==> src/rtl/core/dcd_pkg.sv <==
`default_nettype none
// ----------------------------------------------------------------------------
// dcd_pkg
// Shared constants, controller states and the command and status bundles
// that join the controller to the datapath of the directed cycle detector.
// ----------------------------------------------------------------------------
package dcd_pkg;

    localparam int MAX_NODES_DEF = 64;
    localparam int NODE_W        = 6;
    localparam int CFG_W         = 7;

    localparam logic [CFG_W-1:0] NODE_COUNT_RST = 7'd64;

    localparam logic CMD_ADD_EDGE = 1'b0;
    localparam logic CMD_CHECK    = 1'b1;

    typedef enum logic [3:0] {
        S_IDLE,
        S_EDGE_RD,
        S_EDGE_WR,
        S_CLEAR,
        S_SCAN,
        S_ROW_RD,
        S_ROW_EVAL,
        S_PICK,
        S_POP_WAIT,
        S_DONE
    } t_state;

    typedef struct packed {
        logic latch_edge;
        logic edge_rd;
        logic edge_wr;
        logic clear;
        logic scan_skip;
        logic scan_push;
        logic row_rd;
        logic row_eval;
        logic push_child;
        logic pop;
        logic pop_load;
        logic load_result;
    } t_cmd;

    typedef struct packed {
        logic scan_done;
        logic start_visited;
        logic cycle;
        logic cand_zero;
        logic depth_one;
        logic out_free;
    } t_status;

endpackage
`default_nettype wire

==> src/rtl/core/dcd_ctrl.sv <==
`default_nettype none
// ----------------------------------------------------------------------------
// dcd_ctrl
// Controller for edge loads and the depth-first cycle check: sequences
// row reads, successor picks, stack pushes and pops, and result hand-off.
// ----------------------------------------------------------------------------
module dcd_ctrl (
    input  wire logic             i_clk,
    input  wire logic             i_rst_n,
    input  wire logic             i_s_tvalid,
    input  wire logic             i_s_tuser,
    input  wire dcd_pkg::t_status i_status,
    output logic                  o_s_tready,
    output dcd_pkg::t_cmd         o_cmd
);

    dcd_pkg::t_state r_state;
    dcd_pkg::t_state n_state;

    always_ff @(posedge i_clk) begin
        if (!i_rst_n) begin
            r_state <= dcd_pkg::S_IDLE;
        end else begin
            r_state <= n_state;
        end
    end

    always_comb begin
        n_state = r_state;
        case (r_state)
            dcd_pkg::S_IDLE: begin
                if (i_s_tvalid) begin
                    n_state = (i_s_tuser == dcd_pkg::CMD_CHECK)
                            ? dcd_pkg::S_CLEAR : dcd_pkg::S_EDGE_RD;
                end
            end
            dcd_pkg::S_EDGE_RD:  n_state = dcd_pkg::S_EDGE_WR;
            dcd_pkg::S_EDGE_WR:  n_state = dcd_pkg::S_IDLE;
            dcd_pkg::S_CLEAR:    n_state = dcd_pkg::S_SCAN;
            dcd_pkg::S_SCAN: begin
                if (i_status.scan_done || i_status.cycle) begin
                    n_state = dcd_pkg::S_DONE;
                end else if (!i_status.start_visited) begin
                    n_state = dcd_pkg::S_ROW_RD;
                end
            end
            dcd_pkg::S_ROW_RD:   n_state = dcd_pkg::S_ROW_EVAL;
            dcd_pkg::S_ROW_EVAL: n_state = dcd_pkg::S_PICK;
            dcd_pkg::S_PICK: begin
                if (i_status.cycle) begin
                    n_state = dcd_pkg::S_DONE;
                end else if (!i_status.cand_zero) begin
                    n_state = dcd_pkg::S_ROW_RD;
                end else if (i_status.depth_one) begin
                    n_state = dcd_pkg::S_SCAN;
                end else begin
                    n_state = dcd_pkg::S_POP_WAIT;
                end
            end
            dcd_pkg::S_POP_WAIT: n_state = dcd_pkg::S_ROW_RD;
            dcd_pkg::S_DONE: begin
                if (i_status.out_free) begin
                    n_state = dcd_pkg::S_IDLE;
                end
            end
            default:             n_state = dcd_pkg::S_IDLE;
        endcase
    end

    always_comb begin
        o_cmd      = '0;
        o_s_tready = 1'b0;
        case (r_state)
            dcd_pkg::S_IDLE: begin
                o_s_tready       = i_rst_n;
                o_cmd.latch_edge = i_s_tvalid;
            end
            dcd_pkg::S_EDGE_RD:  o_cmd.edge_rd = 1'b1;
            dcd_pkg::S_EDGE_WR:  o_cmd.edge_wr = 1'b1;
            dcd_pkg::S_CLEAR:    o_cmd.clear   = 1'b1;
            dcd_pkg::S_SCAN: begin
                if (!(i_status.scan_done || i_status.cycle)) begin
                    o_cmd.scan_skip = i_status.start_visited;
                    o_cmd.scan_push = !i_status.start_visited;
                end
            end
            dcd_pkg::S_ROW_RD:   o_cmd.row_rd   = 1'b1;
            dcd_pkg::S_ROW_EVAL: o_cmd.row_eval = 1'b1;
            dcd_pkg::S_PICK: begin
                if (!i_status.cycle) begin
                    o_cmd.pop        = i_status.cand_zero;
                    o_cmd.push_child = !i_status.cand_zero;
                end
            end
            dcd_pkg::S_POP_WAIT: o_cmd.pop_load    = 1'b1;
            dcd_pkg::S_DONE:     o_cmd.load_result = i_status.out_free;
            default: begin
                o_cmd      = '0;
                o_s_tready = 1'b0;
            end
        endcase
    end

endmodule
`default_nettype wire

==> config.mk <==
export PLATFORM = sky130hd
export DESIGN_NAME = dcd_ctrl
export DESIGN_NICKNAME = d
export VERILOG_FILES = /design/src/rtl/core/dcd_pkg.sv /design/src/rtl/core/dcd_ctrl.sv
export SDC_FILE = /design/constraint.sdc
export NUM_CORES = 1
export LEC_CHECK = 0
export ABC_AREA = 1
export ABC_CLOCK_PERIOD_IN_PS = 1500
export BUFFER_PORTS_ARGS = -buffer_cell sky130_fd_sc_hd__buf_2
export CAP_MARGIN = 20
export CELL_PAD_IN_SITES_DETAIL_PLACEMENT = 0
export CELL_PAD_IN_SITES_GLOBAL_PLACEMENT = 1
export CORE_MARGIN = 3
export CORE_UTILIZATION = 25
export DETAILED_ROUTE_END_ITERATION = 10
export PLACE_DENSITY = 0.81
export SKIP_LAST_GASP = 1
export SLEW_MARGIN = 10
export SYNTH_ARGS = -nofsm -noshare
export SYNTH_HDL_FRONTEND = slang
export SYNTH_SLANG_ARGS = --single-unit
==> constraint.sdc <==
create_clock -name i_clk -period 1.5 [get_ports i_clk]
set_input_delay 0.3 -clock i_clk [delete_from_list [all_inputs] [get_ports i_clk]]
set_output_delay 0.3 -clock i_clk [all_outputs]
set_load 0.1 [all_outputs]
==> results.sh <==
export IMPL_holdPathStages=3
export IMPL_drt_pre_antenna_iters=2
export IMPL_layout_setup_ws_ps=-110
export IMPL_clock_latency_ps=240
export IMPL_timing_hold_violations_final=0
export IMPL_clock_path_buffers=2
export IMPL_initial_core_util_pct=28.7
export IMPL_finalWirelength_um=1360
export IMPL_io_buffers=22
export IMPL_syn_avg_cell_area_um2=5.58
export IMPL_syn_area_um2=402
export IMPL_critPathBufInv=2
export IMPL_netlist_instances=72
export IMPL_setup_violations=10
export IMPL_end_kind="output port"
export IMPL_drt_wirelength_per_cell_um=10.9
export IMPL_failed_checks="negative setup slack"
export IMPL_status="finished, violations left"
export IMPL_worst_pin_slew_ps=275
export IMPL_final_period_utilization_pct=107
export IMPL_synthTopCellsByArea="dfxtp_1 20%, inv_1 15%, nand2_1 12%"
export IMPL_nFillCells=104
export IMPL_mostFrequentLayoutCells="13 x buf_12, 11 x buf_4, 10 x nor2_4, 10 x nand2_1"
export IMPL_area_growth_syn_to_layout_pct=153
export IMPL_synth_largest_area_cell="dfxtp_1"
export IMPL_placed_cell_area_um2=870
export IMPL_ant_nets=0
export IMPL_cp_arrival_ps=1310
export IMPL_cts_tree="done"
export IMPL_drive_gt1_share_pct=70.0
export IMPL_max_freq_ghz=0.621
export IMPL_grt_pass1_vias=574
export IMPL_fp_dieW_um=46.1
export IMPL_layout_commonest_cell="buf_12"
export IMPL_final_setup_skew_ps=13.3
export IMPL_power_leakage_nw=0.475
export IMPL_cts_hold_fix_buffers=0
export IMPL_final_setup_tns_ps=-586
export IMPL_synth_seq_cells=4
export IMPL_vias_per_cell=4.48
export IMPL_cpPeakStageDelay_ps=340
export IMPL_regArea_um2=95.1
export IMPL_ff2ff_setup_slack_ps=100
export IMPL_die_area_mm2=0.00212
export IMPL_globalplace_congestion=0.765
export IMPL_r2r_end="r_state[1]"
export IMPL_largest_reg_flops=4
export IMPL_ys_seq_area_share_pct=19.9
export IMPL_hold_ws_ps=273
export IMPL_drcViolationCount=0
export IMPL_grt_total_usage_pct=15.2
export IMPL_antenna_found_initial=0
export IMPL_hp_start="i_rst_n"
export IMPL_crit_fanout=4
export IMPL_power_mw=1.03
export IMPL_reg2regPathDepth=10
export IMPL_drtIter0Drc=1
export IMPL_period_minus_slack_ps=1610
export IMPL_cp_start_kind="flip-flop"
export IMPL_crit_type="flip-flop to output port"
export IMPL_cpLargestDelayFamily="simple AND/OR/NAND/NOR gates"
export IMPL_synth_nets=82
export IMPL_relSlewSlack_pct=81.6
export IMPL_worstPathRequired_ps=1200
export IMPL_diodes=0
export IMPL_final_cell_area_mm2=0.00102
export IMPL_htree_levels=1
export IMPL_cts_root_buffer="clkbuf_4"
export IMPL_clk_pin_slew_ps=50
export IMPL_dp_hpwl_um=1070
export IMPL_io_pins=23
export IMPL_min_to="r_state[2]"
export IMPL_cts_sinks=4
export IMPL_crit_chain="inv_2 -> nor2_4 -> nand2_4 -> nor4_4 -> buf_12"
export IMPL_vias=560
export IMPL_core_area_mm2=0.00140
export IMPL_drv_slew=0
export IMPL_numCtsBuffers=3
export IMPL_grt_setup_unrepaired="true"
export IMPL_final_core_util_pct=72.6
export IMPL_ys_warn_count=0
export IMPL_setup_worst_path_start="r_state[2]"
export IMPL_multiInputGateArea_um2=399
export IMPL_ir_worst_vdd_uv=621
export IMPL_grt_pass1_wl_um=2320
export IMPL_yosys_cell_types_count=17
export IMPL_power_density_mw_per_mm2=1010
export IMPL_nets=121
export IMPL_die_h_um=46.1
export IMPL_hp_class="input port to flip-flop"
export IMPL_r2r_start="r_state[3]"
export IMPL_overflow=0
export IMPL_cap_viol_max_count=0
export IMPL_largest_registers="r_state: 4 flops"
export IMPL_synth_top_cell_area_share_pct=19.9
export IMPL_crit_slowest_cell="dfxtp_4"
export IMPL_grt_start_max_net_pins=8
export IMPL_regMostFlops="r_state"
export IMPL_num_rows=13
-- per-stage QoR --
| step | worst slack, ps | std cells |
|---|---|---|
| finish | -110 | 125 |
| global route | -179 | 125 |
| CTS | -124 | 122 |
| detailed placement | 45.3 | 114 |
| global placement | 66.3 | 114 |
| floorplan | -450 | 72 |
-- report_power, final --
group          switching [mW]  internal, mW  leakage [nW]  total, mW
Sequential             0.0449         0.127        0.0356      0.172
Clock                  0.0494         0.100        0.0150      0.149
Combinational           0.447         0.261         0.424      0.708
Total                   0.541         0.488         0.475       1.03
-- worst max-delay path by stage --
stage	endpoint	cells after the start
3_3_place_gp	o_cmd[0]	4
5_1_grt	o_cmd[6]	5
3_5_place_dp	o_cmd[6]	5
4_1_cts	o_cmd[6]	5
6_report	o_cmd[6]	5
2_1_floorplan	o_cmd[6]	4
-- cell usage after synthesis --
master and n:
inv_1 16, nand2_1 13, nor2_1 11, nor2_2 5
dfxtp_1 4, nand3_1 4, nor3_1 3, a21oi_1 2
inv_2 2, nand2_2 2, nand3_2 2, nor4_1 2
o21ai_0 2, nor2_4 1, o211ai_1 1, o21bai_1 1
or2_0 1
-- cell type report --
class | instances | area share (%)
multi-input combinational | 50 | 39.3
tap | 15 | 1.85
sequential | 4 | 9.36
clock buffer | 4 | 2.59
timing repair buffer | 34 | 39.3
inverter | 18 | 7.64
-- metal layers --
metal / GRT usage (%) / wire (um) / vias to the layer above
met1: 16.7 / 548 / 249
li1: - / - / 297
met3: 4.69 / 64 / 0
met5: 0 / 0 / -
met4: 3.41 / 0 / 0
met2: 28.0 / 745 / 14
-- cell families (layout without fill, tap and decap cells) --
| logic type | Yosys count | in the layout | synth area share, % |
|---|---|---|---|
| AND/OR/NAND/NOR | 44 | 44 | 54.5 |
| buffers and inverters | 18 | 56 | 16.8 |
| AO/OA/AOI/OAI | 6 | 6 | 8.72 |
| flip-flops | 4 | 4 | 19.9 |
-- worst min-delay path: stages --
cell and delay (ps):
buf_2 100, nand2_1 50, inv_1 40
-- what timing repair did --
item,in CTS,in global routing
resized for setup,17,7
cloned,0,0
pin swaps,4,2
buffers inserted,4,3
endpoints found under the setup margin,11,13
hold endpoints to repair,0,0
(Power assumes the default switching activity.)
